`src/rtl/core/ssu_pkg.sv`:
```
// Shared types, constants and microcode helpers for the square root step search unit.
package ssu_pkg;

  localparam int FRAC_BITS_DEF = 16;
  localparam int INT_BITS_DEF  = 16;
  localparam int VALUE_W       = 32;
  localparam int ROOT_W        = 25;
  localparam int TOL_W         = 16;
  localparam logic [TOL_W-1:0] TOL_RESET = 16'd7;

  // Bit width of the largest root magnitude the search may reach.
  function automatic int root_exp(input int frac_bits, input int int_bits);
    int e;
    e = (int_bits >> 1) + frac_bits + 1;
    if (e > 31) e = 31;
    return e;
  endfunction

  typedef enum logic [3:0] {
    S_IDLE,
    S_SQ,
    S_ERR,
    S_TEST,
    S_ZERO,
    S_INNER,
    S_LIMIT,
    S_MOVE,
    S_ISQ,
    S_IERR,
    S_HALVE,
    S_DONE
  } step_t;

  typedef enum logic [2:0] {
    OP_NOP,
    OP_LOAD,
    OP_SQUARE,
    OP_ERROR,
    OP_MARK,
    OP_MOVE,
    OP_HALVE,
    OP_PUBLISH
  } op_t;

  typedef enum logic [2:0] {
    C_ALWAYS,
    C_IN_VALID,
    C_IN_TOL,
    C_STEP_ZERO,
    C_NO_MOVE,
    C_RUNAWAY,
    C_OUT_FREE
  } cond_t;

  typedef struct packed {
    op_t   op;
    cond_t cond;
    step_t jump_hit;
    step_t jump_miss;
  } ucode_t;

  typedef struct packed {
    logic in_tol;
    logic step_zero;
    logic no_move;
    logic runaway;
  } dp_status_t;

  function automatic ucode_t uc(input op_t op, input cond_t cond,
                                input step_t hit, input step_t miss);
    ucode_t w;
    w.op        = op;
    w.cond      = cond;
    w.jump_hit  = hit;
    w.jump_miss = miss;
    return w;
  endfunction

endpackage

```
`src/rtl/core/ssu_ucode_rom.sv`:
```
// Microcode program of the step search: one control word per step.
module ssu_ucode_rom (
  input  ssu_pkg::step_t  pc,
  output ssu_pkg::ucode_t word
);

  always_comb begin
    unique case (pc)
      ssu_pkg::S_IDLE:  word = ssu_pkg::uc(ssu_pkg::OP_LOAD, ssu_pkg::C_IN_VALID,
                                           ssu_pkg::S_SQ, ssu_pkg::S_IDLE);
      ssu_pkg::S_SQ:    word = ssu_pkg::uc(ssu_pkg::OP_SQUARE, ssu_pkg::C_ALWAYS,
                                           ssu_pkg::S_ERR, ssu_pkg::S_ERR);
      ssu_pkg::S_ERR:   word = ssu_pkg::uc(ssu_pkg::OP_ERROR, ssu_pkg::C_ALWAYS,
                                           ssu_pkg::S_TEST, ssu_pkg::S_TEST);
      // record the tolerance test so every exit carries the right flag
      ssu_pkg::S_TEST:  word = ssu_pkg::uc(ssu_pkg::OP_MARK, ssu_pkg::C_IN_TOL,
                                           ssu_pkg::S_DONE, ssu_pkg::S_ZERO);
      ssu_pkg::S_ZERO:  word = ssu_pkg::uc(ssu_pkg::OP_NOP, ssu_pkg::C_STEP_ZERO,
                                           ssu_pkg::S_DONE, ssu_pkg::S_INNER);
      ssu_pkg::S_INNER: word = ssu_pkg::uc(ssu_pkg::OP_NOP, ssu_pkg::C_NO_MOVE,
                                           ssu_pkg::S_HALVE, ssu_pkg::S_LIMIT);
      ssu_pkg::S_LIMIT: word = ssu_pkg::uc(ssu_pkg::OP_NOP, ssu_pkg::C_RUNAWAY,
                                           ssu_pkg::S_DONE, ssu_pkg::S_MOVE);
      ssu_pkg::S_MOVE:  word = ssu_pkg::uc(ssu_pkg::OP_MOVE, ssu_pkg::C_ALWAYS,
                                           ssu_pkg::S_ISQ, ssu_pkg::S_ISQ);
      ssu_pkg::S_ISQ:   word = ssu_pkg::uc(ssu_pkg::OP_SQUARE, ssu_pkg::C_ALWAYS,
                                           ssu_pkg::S_IERR, ssu_pkg::S_IERR);
      ssu_pkg::S_IERR:  word = ssu_pkg::uc(ssu_pkg::OP_ERROR, ssu_pkg::C_ALWAYS,
                                           ssu_pkg::S_INNER, ssu_pkg::S_INNER);
      // error still matches the root, so go straight back to the test
      ssu_pkg::S_HALVE: word = ssu_pkg::uc(ssu_pkg::OP_HALVE, ssu_pkg::C_ALWAYS,
                                           ssu_pkg::S_TEST, ssu_pkg::S_TEST);
      ssu_pkg::S_DONE:  word = ssu_pkg::uc(ssu_pkg::OP_PUBLISH, ssu_pkg::C_OUT_FREE,
                                           ssu_pkg::S_IDLE, ssu_pkg::S_DONE);
      default:          word = ssu_pkg::uc(ssu_pkg::OP_NOP, ssu_pkg::C_ALWAYS,
                                           ssu_pkg::S_IDLE, ssu_pkg::S_IDLE);
    endcase
  end

endmodule

```
`src/rtl/core/ssu_sequencer.sv`:
```
// Step counter and conditional jump logic driving the datapath from the microcode ROM.
module ssu_sequencer (
  input  logic                clk,
  input  logic                rst_n,
  input  logic                in_valid,
  input  logic                out_free,
  input  ssu_pkg::dp_status_t status,
  output ssu_pkg::op_t        op,
  output logic                at_idle
);

  ssu_pkg::step_t  pc_r;
  ssu_pkg::step_t  pc_nxt;
  ssu_pkg::ucode_t word;
  logic            cond_hit;

  ssu_ucode_rom u_rom (
    .pc   (pc_r),
    .word (word)
  );

  always_comb begin
    unique case (word.cond)
      ssu_pkg::C_ALWAYS:    cond_hit = 1'b1;
      ssu_pkg::C_IN_VALID:  cond_hit = in_valid;
      ssu_pkg::C_IN_TOL:    cond_hit = status.in_tol;
      ssu_pkg::C_STEP_ZERO: cond_hit = status.step_zero;
      ssu_pkg::C_NO_MOVE:   cond_hit = status.no_move;
      ssu_pkg::C_RUNAWAY:   cond_hit = status.runaway;
      ssu_pkg::C_OUT_FREE:  cond_hit = out_free;
      default:              cond_hit = 1'b1;
    endcase
    pc_nxt = cond_hit ? word.jump_hit : word.jump_miss;
  end

  always_ff @(posedge clk) begin
    if (!rst_n) begin
      pc_r <= ssu_pkg::S_IDLE;
    end else begin
      pc_r <= pc_nxt;
    end
  end

  always_comb begin
    op      = word.op;
    at_idle = (pc_r == ssu_pkg::S_IDLE);
  end

endmodule

```
`src/rtl/core/ssu_datapath.sv`:
```
// Root, step and error registers with the shared squaring unit of the step search.
module ssu_datapath #(
  parameter int FRAC_BITS = ssu_pkg::FRAC_BITS_DEF,
  parameter int INT_BITS  = ssu_pkg::INT_BITS_DEF,
  localparam int RootExp  = ssu_pkg::root_exp(FRAC_BITS, INT_BITS)
) (
  input  logic                         clk,
  input  ssu_pkg::op_t                 op,
  input  logic [ssu_pkg::VALUE_W-1:0]  in_value,
  input  logic [ssu_pkg::TOL_W-1:0]    tol,
  output ssu_pkg::dp_status_t          status,
  output logic [RootExp-1:0]           root_mag,
  output logic                         converged
);

  localparam int RootW = RootExp + 1;
  localparam int SqW   = 2 * RootExp;
  localparam int VsW   = ssu_pkg::VALUE_W + FRAC_BITS;
  localparam int DiffW = ((SqW > VsW) ? SqW : VsW) + 1;
  localparam int StepW = FRAC_BITS + 1;

  localparam logic [RootW-1:0]   RootOne = RootW'(1) << FRAC_BITS;
  localparam logic [RootExp-1:0] MagOne  = RootExp'(1) << FRAC_BITS;
  localparam logic [StepW-1:0]   StepOne = StepW'(1) << FRAC_BITS;

  logic        [RootW-1:0]   root_r;
  logic        [RootExp-1:0] mag_r;
  logic        [StepW-1:0]   smag_r;
  logic                      sneg_r;
  logic        [VsW-1:0]     vs_r;
  logic        [SqW-1:0]     sq_r;
  logic signed [DiffW-1:0]   diff_r;
  logic                      conv_r;

  logic        [RootW:0]     root_x;
  logic        [RootW:0]     step_x;
  logic        [RootW:0]     next_sum;
  logic        [RootW:0]     next_mag;
  logic        [SqW-1:0]     sq_nxt;
  logic signed [DiffW-1:0]   diff_nxt;
  logic signed [DiffW-1:0]   tol_x;
  logic signed [DiffW-1:0]   tol_neg;

  always_comb begin
    root_x   = {root_r[RootW-1], root_r};
    step_x   = (RootW + 1)'(smag_r);
    next_sum = sneg_r ? (root_x - step_x) : (root_x + step_x);
    next_mag = next_sum[RootW] ? (~next_sum + 1'b1) : next_sum;
    sq_nxt   = {{RootExp{1'b0}}, mag_r} * {{RootExp{1'b0}}, mag_r};
    diff_nxt = $signed(DiffW'(sq_r)) - $signed(DiffW'(vs_r));
    tol_x    = DiffW'({tol, {FRAC_BITS{1'b0}}});
    tol_neg  = -tol_x;

    status.in_tol    = (diff_r <= tol_x) && (diff_r >= tol_neg);
    status.step_zero = (smag_r == '0);
    // stop moving once the error is zero or its sign parts from the step's
    status.no_move   = (diff_r == '0) || (diff_r[DiffW-1] != sneg_r);
    status.runaway   = |next_mag[RootW:RootExp];
  end

  always_ff @(posedge clk) begin
    case (op)
      ssu_pkg::OP_LOAD: begin
        root_r <= RootOne;
        mag_r  <= MagOne;
        smag_r <= StepOne;
        sneg_r <= 1'b0;
        vs_r   <= {in_value, {FRAC_BITS{1'b0}}};
      end
      ssu_pkg::OP_SQUARE: sq_r   <= sq_nxt;
      ssu_pkg::OP_ERROR:  diff_r <= diff_nxt;
      ssu_pkg::OP_MARK:   conv_r <= status.in_tol;
      ssu_pkg::OP_MOVE: begin
        root_r <= next_sum[RootW-1:0];
        mag_r  <= next_mag[RootExp-1:0];
      end
      ssu_pkg::OP_HALVE: begin
        smag_r <= smag_r >> 1;
        sneg_r <= ~sneg_r;
      end
      default: ;
    endcase
  end

  assign root_mag  = mag_r;
  assign converged = conv_r;

endmodule

```
`src/rtl/core/square_root_step_search_unit.sv`:
```
// Run time is set by the microcode walk, one datapath op a cycle,
// plus any output stall while publishing.
// Throughput: one transaction at a time; the next is taken once the sequencer is back at idle.
// A finished result waits in the output register while the next transaction is worked on.
// Reset (rst_n low, synchronous): step counter to idle, output empty, tolerance to 7.
module square_root_step_search_unit #(
  parameter int FRAC_BITS = ssu_pkg::FRAC_BITS_DEF,
  parameter int INT_BITS  = ssu_pkg::INT_BITS_DEF
) (
  input  logic                        clk,
  input  logic                        rst_n,
  input  logic                        in_valid,
  output logic                        in_stall,
  input  logic [ssu_pkg::VALUE_W-1:0] in_value,
  output logic                        out_valid,
  input  logic                        out_stall,
  output logic [ssu_pkg::ROOT_W-1:0]  out_root,
  output logic                        out_converged,
  input  logic                        cfg_wr_en,
  input  logic [ssu_pkg::TOL_W-1:0]   cfg_wr_data
);

  localparam int RootExp  = ssu_pkg::root_exp(FRAC_BITS, INT_BITS);
  localparam int RootOutW = ssu_pkg::ROOT_W;

  logic [ssu_pkg::TOL_W-1:0] tol_r;
  logic                      out_valid_r;
  logic [RootOutW-1:0]       out_root_r;
  logic                      out_conv_r;

  ssu_pkg::op_t              op;
  ssu_pkg::dp_status_t       status;
  logic                      at_idle;
  logic                      out_free;
  logic                      publish;
  logic [RootExp-1:0]        root_mag;
  logic                      converged;

  assign out_free = !out_valid_r || !out_stall;
  assign publish  = (op == ssu_pkg::OP_PUBLISH) && out_free;

  ssu_sequencer u_seq (
    .clk      (clk),
    .rst_n    (rst_n),
    .in_valid (in_valid),
    .out_free (out_free),
    .status   (status),
    .op       (op),
    .at_idle  (at_idle)
  );

  ssu_datapath #(
    .FRAC_BITS (FRAC_BITS),
    .INT_BITS  (INT_BITS)
  ) u_dp (
    .clk       (clk),
    .op        (op),
    .in_value  (in_value),
    .tol       (tol_r),
    .status    (status),
    .root_mag  (root_mag),
    .converged (converged)
  );

  always_ff @(posedge clk) begin
    if (!rst_n) begin
      tol_r <= ssu_pkg::TOL_RESET;
    end else if (cfg_wr_en) begin
      tol_r <= cfg_wr_data;
    end
  end

  // hold the result until taken; refill in the same cycle it drains
  always_ff @(posedge clk) begin
    if (!rst_n) begin
      out_valid_r <= 1'b0;
    end else if (publish) begin
      out_valid_r <= 1'b1;
    end else if (!out_stall) begin
      out_valid_r <= 1'b0;
    end
  end

  always_ff @(posedge clk) begin
    if (publish) begin
      out_root_r <= RootOutW'(root_mag);
      out_conv_r <= converged;
    end
  end

  assign in_stall      = !at_idle;
  assign out_valid     = out_valid_r;
  assign out_root      = out_root_r;
  assign out_converged = out_conv_r;

  a_accept_busy: assert property (@(posedge clk) disable iff (!rst_n)
    (in_valid && !in_stall) |=> in_stall)
    else $error("sequencer did not leave idle after accepting a transaction");

  a_publish_fill: assert property (@(posedge clk) disable iff (!rst_n)
    ($past(rst_n) && $rose(out_valid_r)) |-> $past(op == ssu_pkg::OP_PUBLISH))
    else $error("output register filled outside the publish step");

  a_idle_after_publish: assert property (@(posedge clk) disable iff (!rst_n)
    ($past(rst_n) && $fell(in_stall)) |-> $past(publish))
    else $error("sequencer returned to idle without publishing a result");

endmodule
```
`config.mk`:
```
export PLATFORM = sky130hd
export DESIGN_NAME = square_root_step_search_unit
export DESIGN_NICKNAME = d
export VERILOG_FILES = /design/src/rtl/core/ssu_pkg.sv /design/src/rtl/core/ssu_ucode_rom.sv /design/src/rtl/core/ssu_sequencer.sv /design/src/rtl/core/ssu_datapath.sv /design/src/rtl/core/square_root_step_search_unit.sv
export SDC_FILE = /design/constraint.sdc
export NUM_CORES = 2
export LEC_CHECK = 0
export ABC_AREA = 1
export BUFFER_PORTS_ARGS = -buffer_cell sky130_fd_sc_hd__buf_2
export CAP_MARGIN = 20
export CELL_PAD_IN_SITES_DETAIL_PLACEMENT = 1
export CELL_PAD_IN_SITES_GLOBAL_PLACEMENT = 2
export CORE_ASPECT_RATIO = 0.9
export CORE_UTILIZATION = 35
export CTS_CLUSTER_SIZE = 12
export DETAILED_ROUTE_END_ITERATION = 8
export HOLD_SLACK_MARGIN = 0.1
export PLACE_DENSITY_LB_ADDON = 0.08
export SYNTH_ARGS = -nofsm -noshare
export SYNTH_HDL_FRONTEND = slang
export SYNTH_HIERARCHICAL = 1
export SYNTH_SLANG_ARGS = --single-unit
```
`constraint.sdc`:
```
create_clock -name clk -period 12.54 [get_ports clk]
set_input_delay 0.627 -clock clk [delete_from_list [all_inputs] [get_ports clk]]
set_output_delay 0.627 -clock clk [all_outputs]
set_load 0.02 [all_outputs]
```
==> impl_metrics.csv <==
group,metric,value,unit
status,status,"complete, no violations",
die,fp-row-count,107,
sta,worstMarginPinSlew,1110,ps
clock_tree,cts_tree,"built",
drt,antenna_left,0,
drt,routed-via-count,25330,
clock_tree,htreeDepth,1,
drt,wl,103,mm
worst_setup_path,critPathArrivalTime,7790,ps
sta,slew_headroom,26.0,%
logic_synthesis,syn_area,0.0338,sq mm
sta,finalClockSkew,21.2,ps
placed_design,io_buffers,80,
die,dieArea,0.0979,sq mm
worst_setup_path,critical_path.startpoint_type,"register",
clock_tree,ctsResizeCount,0,
clock_tree,cts_hold_buf,0,
logic_synthesis,synthTopCellsByCount,"inv_1, nand2_1, fa_1",
die,dieWidth,330,microns
sta,max_freq,134,MHz
logic_synthesis,synth_ff_type,"edfxtp_1",
layout,syn_to_final_growth,8.41,%
drt,drt_first_pass_iters,5,
global_route,grt_overflow,0,
sta,tns,0,ps
global_route,grt_max_degree,52,
clock_tree,clkSlewWorstSetupHoldPaths,70,ps
die,die_y,297,microns
sta,hold_viol,0,
global_route,grt_pass1_vias,27713,
clock_tree,cts_num_sinks,247,
worst_setup_path,critPathKind,"reg -> reg",
logic_synthesis,ys_warn_count,6,
sta,setup_viol,0,
clock_tree,cts_max_path_buffers,3,
die,boundaryPins,81,
layout,fin_cells,5365,
drt,drc,0,
clock_tree,postCtsSetupRepairBufs,0,
logic_synthesis,synthCells,4034,
logic_synthesis,synth-edff-count,226,
sta,finalCritPeriodShare,59.3,%
worst_hold_path,hold_path.class,"in -> reg",
global_route,gr-usage-all-layers,21.6,%
clock_tree,cts-buffers-inserted,29,
logic_synthesis,ys_seq_area_share,21.3,%
placed_design,dp.cells,5311,
sta,period_minus_slack,7440,ps
sta,whs,199,ps
placed_design,gp_congestion,0.873,
logic_synthesis,synthArstFlopShare,0,%
drt,avgRoutedWirePerCell,19.3,microns
run,maxCapViolCount,0,
worst_setup_path,critPathMaxFanout,26,
logic_synthesis,yosysUniqueCellTypes,57,
logic_synthesis,yosysTopAreaCell,"fa_1",
logic_synthesis,ys_top_cells_by_area,"fa_1, edfxtp_1, inv_1",
sta,rsz0062_at_grt,"false",
logic_synthesis,yosys.area.top_type_share,28.2,%
worst_setup_path,cp_data_required_time,12890,ps
logic_synthesis,synth_fp_nets,4870,
sta,drv_slew,0,
die,initial_utilization,35.5,%
drt,vias_per_cell,4.72,
logic_synthesis,avgSynthCellArea,8.39,sq um
layout,nNetsFinal,4925,
layout,layout-drive-gt1-share,5.81,%
global_route,antenna_found_initial,1,
global_route,grt_pass1_wl,164,mm
layout,fillers,11307,
drt,drtIter0Drc,1006,
clock_tree,clk_latency,610,ps
logic_synthesis,yosysMostFrequentCell,"inv_1",
placed_design,hpwl,86.2,mm
logic_synthesis,synth_seq_cells,247,
clock_tree,cts-root-buf,"clkbuf_16",
die,core_area,0.0952,sq mm
worst_setup_path,end_kind,"register",
layout,diodes,0,
-- layout make-up --
cell class              instances  area [sq um]  area share, %
clock inverters                14           173          0.471
multi-input cells            2577         22100           60.2
well taps                    1253          1570           4.27
repair buffers                112           641           1.75
flip-flops and latches        247          7210           19.6
inverters                    1122          4210           11.5
clock buffers                  40           797           2.17
-- path summary, 6_finish.rpt --
| path | from | end | slack, ps | depth (start not counted) |
|---|---|---|---|---|
| max | u_dp/root_mag[12]$_SDFFCE_PP0P_ | u_dp/sq_r[49]$_DFFE_PN_ | 5100 | 24 |
| min | in_value[19] | u_dp/vs_r[35]$_DFFE_PN_ | 200 | 1 |
| min reg2reg | u_dp/sq_r[11]$_DFFE_PN_ | u_dp/diff_r[11]$_DFFE_PN_ | 410 | 0 |
| max reg2reg | u_dp/root_mag[12]$_SDFFCE_PP0P_ | u_dp/sq_r[49]$_DFFE_PN_ | 5100 | 24 |
-- per-stage QoR --
stage / area, sq um / worst slack (ps) / utilization (%)
4_1_cts: 36700 / 5080 / 38.5
3_5_place_dp: 35700 / 5140 / 37.5
5_1_grt: 36700 / 4710 / 38.5
6_report: 36700 / 5100 / 38.5
2_1_floorplan: 33800 / 6080 / -
3_3_place_gp: 35700 / 5060 / 37.5
-- cells by family after synthesis --
family / Yosys count / share of synthesized area, %
XOR/XNOR: 117 / 3.05
adder cells (fa/ha/maj): 783 / 39.5
buffers and inverters: 1210 / 13.5
flip-flops: 247 / 21.3
AND/OR/NAND/NOR: 1299 / 16.2
AO/OA/AOI/OAI: 378 / 6.33
-- layer usage --
| metal | share of wire (%) | global-route usage [%] | routed length (microns) | vias up |
|---|---|---|---|---|
| li1 | - | - | - | 12354 |
| met1 | 51 | 32.5 | 53100 | 12624 |
| met2 | 45 | 34.7 | 46600 | 291 |
| met3 | 2.4 | 1.49 | 2480 | 61 |
| met4 | 1.1 | 2.25 | 1120 | 0 |
| met5 | 0 | 0 | 0 | - |
-- critical path: stages, from the launching register on --
cell and delay [ps]:
edfxtp_1 320, buf_4 390, nand2_1 150, fa_1 630
inv_1 80, fa_1 540, inv_1 50, fa_1 500
inv_1 60, fa_1 520, fa_1 530, fa_1 540
inv_1 50, fa_1 530, inv_1 40, ha_1 420
nand2_1 130, nor2_1 160, inv_1 90, nor2_1 130
nand3_1 80, o21ai_0 720, nand3_1 210, nand3b_1 150
nand2_1 80
-- sequential cells by signal (all words and copies together), names as in the netlist --
register	flops
tol_r	16
out_valid	1
u_dp/diff_r	50
u_dp/root_r	25
u_dp/sq_r	49
u_dp/root_mag	25
u_seq/pc_r	4
u_dp/sneg_r	1
out_converged	1
out_root	25
u_dp/vs_r	32
u_dp/converged	1
u_dp/smag_r	17
-- cells in the final DEF, fill, tap and decap left out, types with 5 or more instances in the layout --
cell type and count:
dfxtp_1 21, o31ai_1 12, nor2_4 8, buf_4 32, o21bai_1 12, nor4_1 30, inv_1 1110, nand3_1 74
nand4_1 29, nand3b_1 10, a221oi_1 5, edfxtp_1 226, o21a_1 13, fa_1 477, and2_1 5, nor2_1 263
clkbuf_16 29, inv_2 10, nor3_1 32, a21oi_1 152, nand3_2 12, o211ai_1 9, xor2_1 83, nand2_1 788
clkbuf_1 8, buf_2 80, ha_1 306, xnor2_1 33, a21o_1 7, nand2_2 25, o21ai_0 106, o21ai_1 14
a31oi_1 30, nor2_2 9
Power is not shown: default switching activity piles up to over one toggle a cycle in this logic, so the estimate is an artifact.
